--- src/hw/rtl/ppks_pkg.sv ---
package ppks_pkg;

    // Keyframe table depth used when the top level is not told otherwise.
    localparam int MAX_FRAMES_DEF = 16;

    // Configuration port geometry.
    localparam int ADDR_W = 4;
    localparam int DATA_W = 32;
    localparam int REG_IDX_W = 2;

    // Register indexes, taken from paddr[3:2].
    localparam logic [REG_IDX_W-1:0] REG_PERIOD = 2'd0;
    localparam logic [REG_IDX_W-1:0] REG_START  = 2'd1;
    localparam logic [REG_IDX_W-1:0] REG_SHIFT  = 2'd2;
    localparam logic [REG_IDX_W-1:0] REG_COUNT  = 2'd3;

    // Field widths.
    localparam int TIME_W  = 32;
    localparam int PHASE_W = 16;
    localparam int ANGLE_W = 16;
    localparam int FCNT_W  = 5;
    localparam int FIDX_W  = 4;

    // Reset values of the registers.
    localparam logic [TIME_W-1:0]  PERIOD_RESET = 32'd65536;
    localparam logic [TIME_W-1:0]  START_RESET  = 32'd0;
    localparam logic [PHASE_W-1:0] SHIFT_RESET  = 16'd0;
    localparam logic [FCNT_W-1:0]  COUNT_RESET  = 5'd0;

    // Commands.
    localparam logic CMD_TICK  = 1'b0;
    localparam logic CMD_WRITE = 1'b1;

    // Start values of the step counters of the two division passes, counted down to zero.
    localparam logic [5:0] MOD_STEPS = 6'd32;
    localparam logic [5:0] DIV_STEPS = 6'd15;

endpackage

--- src/hw/rtl/periodic_phase_keyframe_sequencer_core.sv ---
// Periodic phase keyframe sequencer.
// Items enter on start/busy: an item is taken at a rising edge where start is high and busy
// is low. A write command stores one keyframe entry in that cycle, gives no word back and
// leaves busy low. A tick command raises busy and, once finished, presents one result word
// on target_angle, selected_frame, cycle_phase, wrapped and angle_valid for a single cycle
// with done high; the receiver must take it in that cycle, as nothing holds it.
// A tick runs on one shared 33-bit subtract and compare unit: 33 steps reduce the sum of
// the accumulator and timestep modulo the period, 16 more produce the phase, then, when
// keyframes are in use, the keyframe tables are read one entry a cycle through a registered
// read port, comparing table entries after the starting frame (at most the frames in use
// minus one).
// busy falls in the cycle done is high, so the next item may be taken then.
// Registers sit on an APB-style port at byte addresses 0, 4, 8 and 12; writing the period or
// start time reloads the accumulator. Users write registers only while idle (not enforced).
// Reset clears the registers to their defaults, the accumulator and the previous frame;
// the keyframe tables keep no reset value and must be written before they are used.
module periodic_phase_keyframe_sequencer_core #(
    parameter int MAX_FRAMES = ppks_pkg::MAX_FRAMES_DEF
) (
    input  logic                            clk,
    input  logic                            rst_n,
    // command channel
    input  logic                            start,
    output logic                            busy,
    input  logic                            command,
    input  logic [ppks_pkg::TIME_W-1:0]     timestep,
    input  logic [ppks_pkg::FIDX_W-1:0]     frame_index,
    input  logic [ppks_pkg::PHASE_W-1:0]    frame_start,
    input  logic signed [ppks_pkg::ANGLE_W-1:0] frame_angle,
    // result channel
    output logic                            done,
    output logic signed [ppks_pkg::ANGLE_W-1:0] target_angle,
    output logic [ppks_pkg::FIDX_W-1:0]     selected_frame,
    output logic [ppks_pkg::PHASE_W-1:0]    cycle_phase,
    output logic                            wrapped,
    output logic                            angle_valid,
    // configuration port
    input  logic                            psel,
    input  logic                            penable,
    input  logic                            pwrite,
    input  logic [ppks_pkg::ADDR_W-1:0]     paddr,
    input  logic [ppks_pkg::DATA_W-1:0]     pwdata,
    output logic [ppks_pkg::DATA_W-1:0]     prdata,
    output logic                            pready
);

    localparam int IDX_W = (MAX_FRAMES > 1) ? $clog2(MAX_FRAMES) : 1;
    localparam int CNT_W = $clog2(MAX_FRAMES + 1);
    localparam int CW1   = CNT_W + 1;
    localparam int TW    = ppks_pkg::TIME_W;
    localparam int PW    = ppks_pkg::PHASE_W;
    localparam int AW    = ppks_pkg::ANGLE_W;

    localparam logic [2:0] S_IDLE  = 3'd0;
    localparam logic [2:0] S_MOD   = 3'd1;
    localparam logic [2:0] S_DIV   = 3'd2;
    localparam logic [2:0] S_FIRST = 3'd3;
    localparam logic [2:0] S_CHK0  = 3'd4;
    localparam logic [2:0] S_SCAN  = 3'd5;
    localparam logic [2:0] S_ANG   = 3'd6;

    // Configuration registers.
    logic [TW-1:0]               period_reg;
    logic [TW-1:0]               start_time_reg;
    logic [PW-1:0]               shift_reg;
    logic [ppks_pkg::FCNT_W-1:0] count_reg;

    // Sequencer and datapath registers.
    logic [2:0]       state_reg, state_next;
    logic [5:0]       cnt_reg, cnt_next;
    logic [TW-1:0]    rem_reg, rem_next;
    logic [TW:0]      div_reg, div_next;
    logic             wrap_reg, wrap_next;
    logic [PW-1:0]    phase_reg, phase_next;
    logic [IDX_W-1:0] idx_reg, idx_next;
    logic [IDX_W-1:0] prev_reg, prev_next;
    logic [TW-1:0]    acc_reg, acc_next;

    // Result registers.
    logic                       done_reg, done_next;
    logic [AW-1:0]              angle_out_reg, angle_out_next;
    logic [ppks_pkg::FIDX_W-1:0] sel_out_reg, sel_out_next;
    logic [PW-1:0]              phase_out_reg, phase_out_next;
    logic                       wrap_out_reg, wrap_out_next;
    logic                       valid_out_reg, valid_out_next;

    // Keyframe tables with a registered read port.
    logic [PW-1:0]    start_mem [MAX_FRAMES];
    logic [AW-1:0]    angle_mem [MAX_FRAMES];
    logic [PW-1:0]    rd_start_reg;
    logic [AW-1:0]    rd_angle_reg;
    logic [IDX_W-1:0] rd_addr;

    logic                          cfg_wr;
    logic [ppks_pkg::REG_IDX_W-1:0] cfg_idx;
    logic [TW-1:0]                 cfg_p;
    logic [TW-1:0]                 cfg_s;
    logic                          tick_acc;
    logic                          write_acc;
    logic [TW-1:0]                 period_eff;
    logic [CNT_W-1:0]              n_w;
    logic [CW1-1:0]                n_x;
    logic [IDX_W-1:0]              idx_init;
    logic [IDX_W-1:0]              base_idx;
    logic [IDX_W-1:0]              nx_idx;

    // Shared subtract and compare unit.
    logic [TW:0]   sub_op;
    logic [TW+1:0] sub_diff;
    logic          sub_ge;
    logic [TW-1:0] sub_rem;

    assign pready    = 1'b1;
    assign cfg_wr    = psel && penable && pwrite && pready;
    assign cfg_idx   = paddr[3:2];
    assign tick_acc  = start && !busy && (command == ppks_pkg::CMD_TICK);
    assign write_acc = start && !busy && (command == ppks_pkg::CMD_WRITE);
    assign busy      = (state_reg != S_IDLE);

    assign period_eff = (period_reg == '0) ? TW'(1) : period_reg;
    assign n_w = (32'(count_reg) > MAX_FRAMES) ? CNT_W'(MAX_FRAMES) : CNT_W'(count_reg);
    assign n_x = CW1'(n_w);
    assign idx_init = (CNT_W'(prev_reg) < n_w) ? prev_reg : '0;

    assign sub_op   = {rem_reg, (state_reg == S_MOD) ? div_reg[TW] : 1'b0};
    assign sub_diff = {1'b0, sub_op} - {2'b00, period_eff};
    assign sub_ge   = !sub_diff[TW+1];
    assign sub_rem  = sub_ge ? sub_diff[TW-1:0] : sub_op[TW-1:0];

    always_comb
    begin
        cfg_p = period_reg;
        cfg_s = start_time_reg;
        if (cfg_idx == ppks_pkg::REG_PERIOD)
        begin
            cfg_p = pwdata;
        end
        if (cfg_idx == ppks_pkg::REG_START)
        begin
            cfg_s = pwdata;
        end
    end

    always_comb
    begin
        unique case (cfg_idx)
            ppks_pkg::REG_PERIOD: prdata = period_reg;
            ppks_pkg::REG_START:  prdata = start_time_reg;
            ppks_pkg::REG_SHIFT:  prdata = {{(ppks_pkg::DATA_W-PW){1'b0}}, shift_reg};
            ppks_pkg::REG_COUNT:
                prdata = {{(ppks_pkg::DATA_W-ppks_pkg::FCNT_W){1'b0}}, count_reg};
        endcase
    end

    always_comb
    begin
        state_next     = state_reg;
        cnt_next       = cnt_reg;
        rem_next       = rem_reg;
        div_next       = div_reg;
        wrap_next      = wrap_reg;
        phase_next     = phase_reg;
        idx_next       = idx_reg;
        prev_next      = prev_reg;
        acc_next       = acc_reg;
        done_next      = 1'b0;
        angle_out_next = angle_out_reg;
        sel_out_next   = sel_out_reg;
        phase_out_next = phase_out_reg;
        wrap_out_next  = wrap_out_reg;
        valid_out_next = valid_out_reg;
        rd_addr        = idx_reg;
        base_idx       = idx_reg;
        nx_idx         = idx_reg;

        unique case (state_reg)
            S_IDLE:
            begin
                if (tick_acc)
                begin
                    div_next   = {1'b0, acc_reg} + {1'b0, timestep};
                    rem_next   = '0;
                    wrap_next  = 1'b0;
                    cnt_next   = ppks_pkg::MOD_STEPS;
                    state_next = S_MOD;
                end
            end
            S_MOD:
            begin
                // One quotient bit a cycle; any set bit means the sum reached the period.
                rem_next  = sub_rem;
                div_next  = {div_reg[TW-1:0], 1'b0};
                wrap_next = wrap_reg | sub_ge;
                if (cnt_reg == '0)
                begin
                    acc_next   = sub_rem;
                    cnt_next   = ppks_pkg::DIV_STEPS;
                    state_next = S_DIV;
                end
                else
                begin
                    cnt_next = cnt_reg - 6'd1;
                end
            end
            S_DIV:
            begin
                // The phase quotient bits are shifted into the bottom of div_reg.
                rem_next = sub_rem;
                div_next = {div_reg[TW-1:0], sub_ge};
                if (cnt_reg == '0)
                begin
                    phase_next = div_next[PW-1:0] + shift_reg;
                    state_next = S_FIRST;
                end
                else
                begin
                    cnt_next = cnt_reg - 6'd1;
                end
            end
            S_FIRST:
            begin
                if (n_w == '0)
                begin
                    done_next      = 1'b1;
                    angle_out_next = '0;
                    sel_out_next   = '0;
                    phase_out_next = phase_reg;
                    wrap_out_next  = wrap_reg;
                    valid_out_next = 1'b0;
                    state_next     = S_IDLE;
                end
                else
                begin
                    idx_next   = idx_init;
                    rd_addr    = idx_init;
                    state_next = S_CHK0;
                end
            end
            S_CHK0:
            begin
                // The search restarts at frame zero when the phase lies before the old frame.
                base_idx = (phase_reg < rd_start_reg) ? '0 : idx_reg;
                idx_next = base_idx;
                if ((CW1'(base_idx) + CW1'(1)) < n_x)
                begin
                    rd_addr    = base_idx + IDX_W'(1);
                    state_next = S_SCAN;
                end
                else
                begin
                    rd_addr    = base_idx;
                    state_next = S_ANG;
                end
            end
            S_SCAN:
            begin
                if (phase_reg >= rd_start_reg)
                begin
                    nx_idx   = idx_reg + IDX_W'(1);
                    idx_next = nx_idx;
                    if ((CW1'(nx_idx) + CW1'(1)) < n_x)
                    begin
                        rd_addr = nx_idx + IDX_W'(1);
                    end
                    else
                    begin
                        rd_addr    = nx_idx;
                        state_next = S_ANG;
                    end
                end
                else
                begin
                    rd_addr    = idx_reg;
                    state_next = S_ANG;
                end
            end
            S_ANG:
            begin
                done_next      = 1'b1;
                angle_out_next = rd_angle_reg;
                sel_out_next   = ppks_pkg::FIDX_W'(idx_reg);
                phase_out_next = phase_reg;
                wrap_out_next  = wrap_reg;
                valid_out_next = 1'b1;
                prev_next      = idx_reg;
                state_next     = S_IDLE;
            end
            default:
            begin
                state_next = S_IDLE;
            end
        endcase

        // Writing the period or the start time reloads the accumulator.
        if (cfg_wr && ((cfg_idx == ppks_pkg::REG_PERIOD) || (cfg_idx == ppks_pkg::REG_START)))
        begin
            acc_next = (cfg_s < cfg_p) ? cfg_s : cfg_p;
        end
    end

    always_ff @(posedge clk or negedge rst_n)
    begin
        if (!rst_n)
        begin
            period_reg     <= ppks_pkg::PERIOD_RESET;
            start_time_reg <= ppks_pkg::START_RESET;
            shift_reg      <= ppks_pkg::SHIFT_RESET;
            count_reg      <= ppks_pkg::COUNT_RESET;
            state_reg      <= S_IDLE;
            cnt_reg        <= '0;
            prev_reg       <= '0;
            acc_reg        <= (ppks_pkg::START_RESET < ppks_pkg::PERIOD_RESET)
                              ? ppks_pkg::START_RESET : ppks_pkg::PERIOD_RESET;
            done_reg       <= 1'b0;
        end
        else
        begin
            if (cfg_wr)
            begin
                unique case (cfg_idx)
                    ppks_pkg::REG_PERIOD: period_reg     <= pwdata;
                    ppks_pkg::REG_START:  start_time_reg <= pwdata;
                    ppks_pkg::REG_SHIFT:  shift_reg      <= pwdata[PW-1:0];
                    ppks_pkg::REG_COUNT:  count_reg      <= pwdata[ppks_pkg::FCNT_W-1:0];
                endcase
            end
            state_reg <= state_next;
            cnt_reg   <= cnt_next;
            prev_reg  <= prev_next;
            acc_reg   <= acc_next;
            done_reg  <= done_next;
        end
    end

    always_ff @(posedge clk)
    begin
        rem_reg       <= rem_next;
        div_reg       <= div_next;
        wrap_reg      <= wrap_next;
        phase_reg     <= phase_next;
        idx_reg       <= idx_next;
        angle_out_reg <= angle_out_next;
        sel_out_reg   <= sel_out_next;
        phase_out_reg <= phase_out_next;
        wrap_out_reg  <= wrap_out_next;
        valid_out_reg <= valid_out_next;
    end

    always_ff @(posedge clk)
    begin
        if (write_acc && (32'(frame_index) < MAX_FRAMES))
        begin
            start_mem[IDX_W'(frame_index)] <= frame_start;
            angle_mem[IDX_W'(frame_index)] <= frame_angle;
        end
        rd_start_reg <= start_mem[rd_addr];
        rd_angle_reg <= angle_mem[rd_addr];
    end

    assign done           = done_reg;
    assign target_angle   = $signed(angle_out_reg);
    assign selected_frame = sel_out_reg;
    assign cycle_phase    = phase_out_reg;
    assign wrapped        = wrap_out_reg;
    assign angle_valid    = valid_out_reg;

    a_done_when_idle: assert property (@(posedge clk) disable iff (!rst_n)
        done |-> (state_reg == S_IDLE))
        else $error("result word shown while the sequencer is still working");

    a_tick_goes_busy: assert property (@(posedge clk) disable iff (!rst_n)
        (start && !busy && (command == ppks_pkg::CMD_TICK)) |=> busy)
        else $error("accepted tick did not start the sequencer");

    a_write_no_result: assert property (@(posedge clk) disable iff (!rst_n)
        (start && !busy && (command == ppks_pkg::CMD_WRITE)) |=> !done)
        else $error("keyframe write produced a result word");

    a_valid_from_lookup: assert property (@(posedge clk) disable iff (!rst_n)
        (done && angle_valid) |-> ($past(state_reg) == S_ANG))
        else $error("valid angle emitted without a table lookup");

endmodule
--- config.mk ---
export PLATFORM = sky130hd
export DESIGN_NAME = periodic_phase_keyframe_sequencer_core
export DESIGN_NICKNAME = d
export VERILOG_FILES = /design/src/hw/rtl/ppks_pkg.sv /design/src/hw/rtl/periodic_phase_keyframe_sequencer_core.sv
export SDC_FILE = /design/constraint.sdc
export NUM_CORES = 1
export LEC_CHECK = 0
export BUFFER_PORTS_ARGS = -buffer_cell sky130_fd_sc_hd__buf_2
export CAP_MARGIN = 0
export CORE_UTILIZATION = 66
export CTS_CLUSTER_SIZE = 24
export DETAILED_ROUTE_END_ITERATION = 12
export HOLD_SLACK_MARGIN = 0.02
export PLACE_DENSITY = 0.85
export SKIP_CTS_REPAIR_TIMING = 1
export SLEW_MARGIN = 10
export SYNTH_ARGS = -nofsm -noshare
export SYNTH_HDL_FRONTEND = slang
export SYNTH_SLANG_ARGS = --single-unit
export TNS_END_PERCENT = 1
--- constraint.sdc ---
create_clock -name clk -period 11.75 [get_ports clk]
set_clock_uncertainty 0.05 [all_clocks]
set_input_delay 0.5875 -clock clk [delete_from_list [all_inputs] [get_ports clk]]
set_output_delay 0.5875 -clock clk [all_outputs]
set_load 0.005 [all_outputs]
==> Yosys cells after proc, flatten, opt, wreduce, memory -nomap -nowiden <==
Memories as Yosys holds them, arrays and structs flattened. A register that Yosys moved wholly into a read port is not among the register bits.
Cells that the tools add are included.
{ "word_totals": {"ramBits": 512, "ff_bits": 255, "memories": 2, "inputBits": 111, "wordCells": 141} }
{ "mem_list": {"columns": ["name", "depth", "width", "rd", "rd_clocked_by_memory_dff", "write_ports", "line_no", "rtl"], "rows": [
  ["angle_mem", 16, 16, 1, 1, 1, "periodic_phase_keyframe_sequencer_core.sv:89", "logic [AW-1:0] angle_mem [MAX_FRAMES];"],
  ["start_mem", 16, 16, 1, 1, 1, "periodic_phase_keyframe_sequencer_core.sv:88", "logic [PW-1:0] start_mem [MAX_FRAMES];"]
]} }
{ "op_classes": {"reduce_logical": 34, "bitwise_logic": 2, "eq_ne": 16, "n_addsub": 9, "magnitude_cmp": 7, "mux": 52} }
{ "ops": {"columns": ["operator", "n"], "rows": [
  ["two-way mux 32 bit", 9],
  ["one-hot mux 32 bit (4 select lines)", 1],
  ["one-hot mux 33 bit (3 select lines)", 1],
  ["one-hot mux 16 bit (2 select lines)", 2],
  ["one-hot mux 32 bit (2 select lines)", 1],
  ["subtractor 33 x 32 -> 34 bit", 1],
  ["adder 32 x 32 -> 33 bit", 1],
  ["two-way mux 33 bit", 1],
  ["logical NOT 32 bit", 1],
  ["< comparator 32 bit", 1],
  ["two-way mux 16 bit", 2],
  ["two-way mux 4 bit", 8],
  ["one-hot mux 4 bit (3 select lines)", 2],
  ["two-way mux 3 bit", 6],
  ["two-way mux 6 bit", 3],
  ["one-hot mux 3 bit (6 select lines)", 1],
  ["one-hot mux 6 bit (3 select lines)", 1],
  ["AND reduction 2 bit", 9],
  ["adder 16 bit", 1],
  ["greater-or-equal comparator 16 bit", 1],
  ["< comparator 16 bit", 1],
  ["adder 4 x 1 -> 4 bit (second input constant)", 3],
  ["adder 4 x 1 -> 5 bit (second input constant)", 2],
  ["< comparator 5 bit", 2],
  ["30 further kinds", 59]
]} }

==> Longest topological paths before layout <==
Gate-level depths: netlist (run 1).
{ "depth": {"word_depth": 7, "depth_mapped": 27} }

==> Least setup slack after synthesis (run 1) <==
No wires, ideal clock.
{ "synth_path": {"path_kind": "reg2reg", "start": "register state_reg[0]", "end": "register phase_reg[14] (data pin)", "period_less_slack_ns": 5.430, "t_arrival_ns": 5.118, "path_slack_ns": 6.320, "setup_time_ns": 0.262, "stages_incl_launch_ff": 28, "required_time_ns": 11.438, "cell_sequence": "dfrtp_1 > clkbuf_1 > nor2b_1 > and2_1 > nand2_1 > ha_1 > nor2b_1 > o31a_1 > o2111ai_1 > nand3_1 > a21oi_1 > o21ai_1 > a32oi_1 > a41oi_1 > clkbuf_1 > ha_1 > fa_1 > a21o_1 > a21oi_1 > o21bai_1 > a21oi_1 > nor2b_1 > o21a_1 > o31a_1 > o41a_1 > a21oi_1 > o21bai_1 > xor2_1"} }
{ "synth_between": {"elab_chain_len": 5} }
{ "synth_lines": {"columns": ["element", "line_no", "rtl"], "rows": [
  ["from (decl)", "periodic_phase_keyframe_sequencer_core.sv:69", "logic [2:0] state_reg, state_next;"],
  ["from (signal assigned)", "periodic_phase_keyframe_sequencer_core.sv:327", "state_reg <= state_next;"],
  ["equality test 3 x 1 -> 1 bit", "periodic_phase_keyframe_sequencer_core.sv:125", "assign sub_op = {rem_reg, (state_reg == S_MOD) ? div_reg[TW] : 1'b0};"],
  ["two-way mux 1 bit", "periodic_phase_keyframe_sequencer_core.sv:125", null],
  ["subtractor 33 x 32 -> 34 bit", "periodic_phase_keyframe_sequencer_core.sv:126", "assign sub_diff = {1'b0, sub_op} - {2'b00, period_eff};"],
  ["logical NOT 1 bit", "periodic_phase_keyframe_sequencer_core.sv:127", "assign sub_ge = !sub_diff[TW+1];"],
  ["adder 16 bit", "periodic_phase_keyframe_sequencer_core.sv:212", "phase_next = div_next[PW-1:0] + shift_reg;"],
  ["to (signal assigned)", "periodic_phase_keyframe_sequencer_core.sv:340", "phase_reg <= phase_next;"],
  ["to (decl)", "periodic_phase_keyframe_sequencer_core.sv:74", "logic [PW-1:0] phase_reg, phase_next;"]
]} }
Every way passes these cells.
A chain may end at the register's enable or synchronous reset.

==> Worst setup path after layout (run 1) <==
{ "layout_path": {"start": "register phase_reg[10]", "end": "register rd_start_reg[5], read port of start_mem"} }
{ "layout_between": {"elab_chain_len": 6, "word_cells_on_any_way": 9, "cone_classes": "add/sub (2); order compare (3); mux (4)"} }
{ "layout_lines": {"columns": ["element", "line_no", "rtl"], "rows": [
  ["< comparator 16 bit", "periodic_phase_keyframe_sequencer_core.sv:242", "base_idx = (phase_reg < rd_start_reg) ? '0 : idx_reg;"],
  ["two-way mux 4 bit", "periodic_phase_keyframe_sequencer_core.sv:242", null],
  ["adder 4 x 1 -> 5 bit", "periodic_phase_keyframe_sequencer_core.sv:244", "if ((CW1'(base_idx) + CW1'(1)) < n_x)"],
  ["< comparator 5 bit", "periodic_phase_keyframe_sequencer_core.sv:244", null],
  ["two-way mux 4 bit", "periodic_phase_keyframe_sequencer_core.sv:244", null],
  ["one-hot mux 4 bit (3 select lines) (*)", "periodic_phase_keyframe_sequencer_core.sv:176", "unique case (state_reg)"],
  ["to (decl)", "periodic_phase_keyframe_sequencer_core.sv:90", "logic [PW-1:0] rd_start_reg;"]
]} }
Mark *: on every way between the ends. The rest lies on a longest branch, timed or not.

==> metrics.md, run 1 <==
| Metric | Value |
|---|---|
| Outcome | finished clean |
| Hold Crit Class | in -> reg |
| Crit Path Category | reg -> reg |
| TritonCTS Buffers | 82 |
| Fmax | 0.148 GHz |
| Logic pwr share | between 40% and 50% |
| Clock Pin Slew Worst Setup and Hold Paths | 0.06 ns |
| # rows | slightly below 90 |
| TritonRoute pass-1 iters | 6 |
| Fill cells | around 3600 |
| Top_reg_cell synth | edfxtp_1 |
| Input/output buffers | 180 |
| Grt met2 use | slightly above 50% |
| Starting density of the core | about 67% |
| Via density | between 6 and 7 |
| Switching Share | between 30% and 40% |
| Yosys cell types | 83 |
| First DRT Iteration DRCs | 2612 |
| Leakage power | between 15 and 20 nW |
| Clock tree buffer depth | 3 |
| Hold Fails Final Rpt | 0 |
| CP arrival | between 7 and 8 ns |
| First-pass GRT wire length | ~150000 um |
| Post-Syn Area | between 0.03 and 0.04 mm2 |
| Ys Warns | 0 |
| Layout cells sized above 1 | between 10% and 20% |
| Overall routing resource usage | between 30% and 40% |
| Initial antenna violation count | 8 |
| Most Crowded Layer GR | met2 |
| Area of the multi-input gates | 0.0147 mm2 |
| Crit path time final | 6.77 ns |
| Crit share post-route | between 50% and 60% |
| I/O pin count | approximately 180 |
| Syn nets | 3209 |
| Post-synthesis cell count | 2954 |
| Die width | between 200 and 250 um |
| Root buf cell | clkbuf_16 |
| Largest net degree at the start of global routing | about 110 |
| Met3 usage | between 7 and 8% |
| Layout area overhead | 11.2% |
| GRT met1 Usage | 43.3% |
| Max cap viols | 0 |
| Synth async-reset ratio | between 10% and 20% |
| Post-route cell area | 0.0430 mm2 |
| Internal Power | 7.44 mW |
| Die height | 244 um |
| Clk sinks | about 800 |
| Skew-Pair Late Insertion Delay | 0.66 ns |
| Worst EP required | 12.24 ns |
| Post-detail-place hpwl | about 60000 um |
| Cell area after placement | approximately 0.040 mm2 |
| Final WL | 96400 um |
| Most frequent cells in the layout | edfxtp_1, mux2i_1, buf_2, nand2_1, o21ai_0 |
| DIE AREA | a little under 0.06 mm2 |
| Seq/Total Area, Yosys | 59.5% |
| ANT nets after route | 0 |
| Switching Power | between 4 and 5 mW |
| Syn_area_per_cell | around 13 um2 |
| Routed via count | roughly 25000 |
| Routed length per instance | about 24 um |
| Seq cells post-synth | between 700 and 800 |
| DRC violations left | 0 |
| Layout net count | roughly 3400 |
| CTS H-tree lvls | 3 |
| Routability congestion estimate | ~0.95 |
| Post-synth EDFFs | between 600 and 700 |
| Storage cell area | ~0.023 mm2 |
| Crit end category | flip-flop |
| Core footprint | approximately 0.058 mm2 |
| Setup TNS | 0 ns |
| Critical path peak fanout | 55 |
| Register share of total power | between 30% and 40% |
| Setup crit start kind | flip-flop |
| Cell area power density | 284 mW/mm2 |
| Overall power | around 12 mW |
| Slew Limit Headroom | a little over an eighth |
| Count of pins over their slew limit | 0 |
| CTS tree | built |
| Clock power share | around a fifth |
| VDD IR-drop max | roughly 0.0003 V |
| RSZ-0062 raised after global routing | false |
| Number of global-route vias before repair | 25640 |
| Slew @ Worst Pin | ~1.3 ns |
| Commonest non-fill, non-tap cell in the layout | edfxtp_1 |
| Final setup violating endpoints | 0 |
| Remaining Overflow, GRT | 0 |
==> cells by family (layout without fill, tap and decap cells) <==
| logic type | count (synthesis) | count (layout) | synth area share [%] |
|---|---|---|---|
| AOI/OAI and AO/OA | 494 | 494 | 7.84 |
| and+or+nand+nor | 562 | 562 | 6.72 |
| DFF | 799 | 799 | 59.5 |
| xor gates and xnor gates | 77 | 77 | 1.74 |
| buffers and inverters | 257 | 491 | 3.13 |
| other | 1 | 6 | 0.00970 |
| muxes | 620 | 620 | 16.3 |
| adders and majority gates | 144 | 144 | 4.72 |
==> Yosys cell counts (31+ instances only) <==
cell | number | area share [%]
a21o_1 | 35 | 0.68
a21oi_1 | 129 | 1.7
and3_1 | 39 | 0.63
clkbuf_1 | 74 | 0.72
dfrtp_1 | 130 | 8.4
dfxtp_1 | 32 | 1.7
edfxtp_1 | 636 | 49
ha_1 | 141 | 4.6
inv_1 | 116 | 1.1
mux2i_1 | 587 | 15
nand2_1 | 177 | 1.7
nand3_1 | 36 | 0.47
nor2_1 | 175 | 1.7
nor3_1 | 31 | 0.40
o211ai_1 | 38 | 0.74
o21ai_0 | 175 | 2.3
xnor2_1 | 54 | 1.2
==> path summary, 6_finish.rpt <==
check                               from                 end  slack [ns]  depth (start not counted)
max                        phase_reg[10]     rd_start_reg[5]        4.98                         21
min                            pwdata[5]        shift_reg[5]        0.16                          2
max reg2reg                phase_reg[10]     rd_start_reg[5]        4.98                         21
min reg2reg                     wrap_reg             wrapped        0.41                          0
max in group asynchronous          rst_n       period_reg[2]        9.73                          3
min in group asynchronous          rst_n  start_time_reg[24]        0.43                          2
==> per-stage QoR <==
stage	hold slack, ns	cells	utilization [%]	worst slack (ns)
after floorplan	0.242	2954	-	6.32
after global placement	0.388	3802	69.7	5.15
after detailed placement	0.395	3802	69.7	5.09
after CTS	-0.134	3952	74.4	5.02
after global routing	0.154	3958	74.4	4.46
final	0.164	3958	74.4	4.98
==> critical path, cell delays in order (launching register included) <==
cell and delay [ns]:
edfxtp_1 0.42, ha_1 0.35, nand4_1 0.21, a2111oi_1 0.44, or4b_1 0.55, inv_1 0.23
nor2_1 0.20, ha_1 0.20, xor2_1 0.21, ha_1 0.28, a21oi_1 0.14, o21ai_0 0.14
nor2_1 0.28, inv_1 0.12, nand2_1 0.09, o32a_1 0.14, o22ai_1 0.11, nor2_4 0.78
buf_4 0.94, mux2i_1 0.30, mux2i_1 0.10, mux2i_1 0.34
==> area by class of cell <==
type	instances	share of cell area (%)
antenna	5	0.0291
clock buffer	111	5.29
clock inverter	39	0.922
inverter	117	1.02
multi-input combinational	1898	34.1
sequential	799	53.5
tap	765	2.23
timing repair buffer	224	2.91
==> power groups by stage <==
stage / Combinational (mW) / Sequential, mW / Clock (mW)
finish: 5.71 / 3.95 / 2.58
global route: 6.19 / 3.97 / 2.71
CTS: 5.64 / 3.93 / 2.60
detailed placement: 5.56 / 3.98 / 0
global placement: 5.35 / 3.97 / 0
floorplan: 4.47 / 3.82 / 0
==> routing by layer <==
metal	routed length, um	part of all wire [%]
met1	37600	39
met2	45900	48
met3	9670	10
met4	3200	3.3
met5	34	0.035
Note: power is estimated with default switching activity, not from simulation.
==> run 2, diff against run 1 <==
--- a/config.mk
+++ b/config.mk
@@ -5,13 +5,14 @@
 export SDC_FILE = /design/constraint.sdc
 export NUM_CORES = 1
 export LEC_CHECK = 0
+export ABC_AREA = 1
 export BUFFER_PORTS_ARGS = -buffer_cell sky130_fd_sc_hd__buf_2
 export CAP_MARGIN = 0
-export CORE_UTILIZATION = 66
+export CORE_UTILIZATION = 56
 export CTS_CLUSTER_SIZE = 24
 export DETAILED_ROUTE_END_ITERATION = 12
 export HOLD_SLACK_MARGIN = 0.02
-export PLACE_DENSITY = 0.85
+export PLACE_DENSITY = 0.76
 export SKIP_CTS_REPAIR_TIMING = 1
 export SLEW_MARGIN = 10
 export SYNTH_ARGS = -nofsm -noshare
==> constraint.sdc (replaced) <==
create_clock -name clk -period 5.85 [get_ports clk]
set_clock_uncertainty 0.05 [all_clocks]
set_input_delay 0.2925 -clock clk [delete_from_list [all_inputs] [get_ports clk]]
set_output_delay 0.2925 -clock clk [all_outputs]
set_load 0.005 [all_outputs]
==> metrics.md, run 2 <==
| Metric | Value |
|---|---|
| Outcome | finished, violations left |
| Violated checks | hold timing |
| Count leader, synth | nand2_1 |
| FF-to-FF Start | rd_start_reg[3] |
| Hold depth | 3 (+1) |
| Syn nets | 4667 (+45%) |
| Final WL | 112000 um (+16%) |
| CTS H-tree lvls | 3 (unchanged) |
| Number of global-route vias before repair | 29993 (+17%) |
| Leakage power | 20.2 nW (+15%) |
| Dpl cells | 5388 (+42%) |
| ANT nets after route | 0 (unchanged) |
| Critical R2R Capture | rd_angle_reg[15] |
| Crit path time final | 5.08 ns (-1.69 ns) |
| Skew-Pair Late Insertion Delay | 0.65 ns (about the same) |
| Input/output buffers | 180 (unchanged) |
| Reg2reg path depth | 29 (+38%) |
| CP max stage cell | a211oi_1 |
| Worst R2R Setup Slack | 0.77 ns (-4.21 ns) |
| CP max stage delay | 0.39 ns (-0.55 ns) |
| Top_reg_cell synth | edfxtp_1 |
| Setup TNS | 0 ns (unchanged) |
| Most frequent cells after synthesis | nand2_1, nand3_1, edfxtp_1, inv_1, o21ai_0 |
| Place WS | 0.848 ns (-4.24 ns) |
| CTS tree | built |
| Crit share post-route | 86.8% (+29 points) |
| Post-detail-place hpwl | 71300 um (+18%) |
| Core Util, Final | 63.9% (-11 points) |
| Max cap viols | 0 (unchanged) |
| Worst hold margin | -0.00850 ns (-0.173 ns) |
| GRT met1 Usage | 42.2% (-1.2 points) |
| Hold EP | start_time_reg[22] |
| Ys Warns | 0 (unchanged) |
| Syn_area_per_cell | 9.24 um2 (-29%) |
| Largest net degree at the start of global routing | 156 (+43%) |
| Setup WS post-layout | 0.770 ns (-4.21 ns) |
| Critical path peak fanout | 88 (+60%) |
| Slew @ Worst Pin | 1.17 ns (-0.120 ns) |
| Overall routing resource usage | 29.9% (-2.6 points) |
| Most frequent cells in the layout | nand2_1, nand3_1, edfxtp_1, inv_1, o21ai_0 |
| Via density | 5.79 (-10%) |
| Fmax | 0.197 GHz (+33%) |
| Yosys cell types | 58 (-30%) |
| Most used cell along the critical path | nand2_1 |
| Met3 usage | 5.25% (-2.4 points) |
| Routed via count | 32410 (+27%) |
| Clk sinks | 799 (unchanged) |
| Most Crowded Layer GR | met2 |
| Synth area leaders | edfxtp_1, nand2_1, nand3_1 |
| Slew Limit Headroom | 21.6% (+8.0 points) |
| Layout net count | 4828 (+43%) |
| Synth async-reset ratio | 16.4% (unchanged) |
| Seq/Total Area, Yosys | 56.5% (-3.1 points) |
| Core footprint | 0.0717 mm2 (+24%) |
| DIE AREA | 0.0739 mm2 (+24%) |
| Post-synth top area share | 46.9% (-2.5 points) |
| Layout area overhead | 12.4% |
| Die width | 272 um (+11%) |
| Clock Pin Slew Worst Setup and Hold Paths | 0.06 ns (about the same) |
| VDD IR-drop max | 0.000650 V (+120%) |
| Hold Fails Final Rpt | 1 (+1) |
| Cell area after placement | 0.0426 mm2 (+5.7%) |
| Seq cells post-synth | 799 (unchanged) |
| Crit end category | flip-flop |
| Overall power | 25.8 mW (+110%) |
| Post-Syn Area | 0.0408 mm2 (+5.4%) |
| Post-route insts no fill | 5596 (+41%) |
| Clock tree buffer depth | 3 (unchanged) |
| Hold Crit Class | in -> reg |
| Routability congestion estimate | 1.00 (+5.8%) |
| First DRT Iteration DRCs | 3519 (+35%) |
| I/O pin count | 184 (unchanged) |
| Layout cells sized above 1 | 9.50% (-3.7 points) |
| Final setup violating endpoints | 0 (unchanged) |
| Grt met2 use | 46.5% (-5.5 points) |
| TritonCTS Buffers | 83 (+1.2%) |
| TritonRoute pass-1 iters | 6 (unchanged) |
| First-pass GRT wire length | 170000 um (+16%) |
| Die height | 272 um (+11%) |
| DRC violations left | 0 (unchanged) |
| RSZ-0062 raised after global routing | false |
| Remaining Overflow, GRT | 0 (unchanged) |
| Cell area power density | 563 mW/mm2 (+98%) |
| Post-synth EDFFs | 636 (unchanged) |
| Routed length per instance | 20.0 um (-18%) |
| Starting density of the core | 56.8% (-10 points) |
| Post-route cell area | 0.0458 mm2 (+6.6%) |
| Count of pins over their slew limit | 0 (unchanged) |
| Post-synthesis cell count | 4412 (+49%) |
| Commonest non-fill, non-tap cell in the layout | nand2_1 |
| CP arrival | 5.54 ns (-1.72 ns) |
| Setup crit start | rd_start_reg[3] |
| Initial antenna violation count | 13 (+5) |
| Crit Path Category | reg -> reg |
| Worst EP required | 6.31 ns (-5.93 ns) |
| HP Start | pwdata[22] |
| Root buf cell | clkbuf_16 |
| # rows | 98 (+11%) |
| Synth area leader | edfxtp_1 |
| Setup crit start kind | flip-flop |
## run 2: cell types whose count changed after synthesis, sizes merged, moves of 32 or more
cell    before  now
o211ai      39    7
buf         66  125
o21ai      183  284
nand3b       6   78
nand2      178  984
nand3       36  697
mux2i      587    0
xnor2       54   18
and3        39    0
inv        117  617
## run 2: final cells by class
cell class              count  area (um2)
fillers                  5676       25900
flip-flops and latches    799       23000
multi-input cells        2784       14600
inverters                 618        2320
clock buffers             115        2300
repair buffers            287        1960
well taps                 950        1190
clock inverters            39         419
diodes                      4        10.0
## run 2: how the worst max path moves through the flow
| stage | to | cells after the start |
|---|---|---|
| finish | rd_angle_reg[15] | 29 |
| global route | rd_start_reg[4] | 28 |
| CTS | rd_start_reg[4] | 28 |
| detailed placement | rd_start_reg[5] | 25 |
| global placement | rd_start_reg[0] | 25 |
| floorplan | angle_valid | 3 |
## run 2: metal layers
layer  part of all wire, %  vias to the layer above
met4                   3.6                       18
met3                   9.6                      269
met1                    41                    15365
met5                  0.10                        -
met2                    46                     1579
li1                      -                    15179
## run 2: power by group
group | internal [mW] | total (mW) | switching [mW] | leakage (nW)
registers | 7.22 | 7.72 | 0.509 | 7.67
logic | 4.10 | 12.9 | 8.78 | 11.2
clock network | 2.96 | 5.22 | 2.26 | 1.32
## run 2: worst max-delay path: cells and delay by family, from the launching register on
family	cells	cell delay, ns
AOI/OAI and AO/OA	2	0.53
xor gates and xnor gates	1	0.21
adders and majority gates	3	0.83
buffers and inverters	5	0.72
DFF	1	0.35
and+or+nand+nor	18	2.18
## run 2: cells by family after synthesis
| group | Yosys count | synth area share, % |
|---|---|---|
| muxes | 3 | 0.0829 |
| and+or+nand+nor | 2045 | 22.3 |
| xor gates and xnor gates | 59 | 1.27 |
| buffers and inverters | 829 | 8.23 |
| AOI/OAI and AO/OA | 532 | 7.16 |
| DFF | 799 | 56.5 |
| adders and majority gates | 144 | 4.48 |
| other | 1 | 0.00920 |
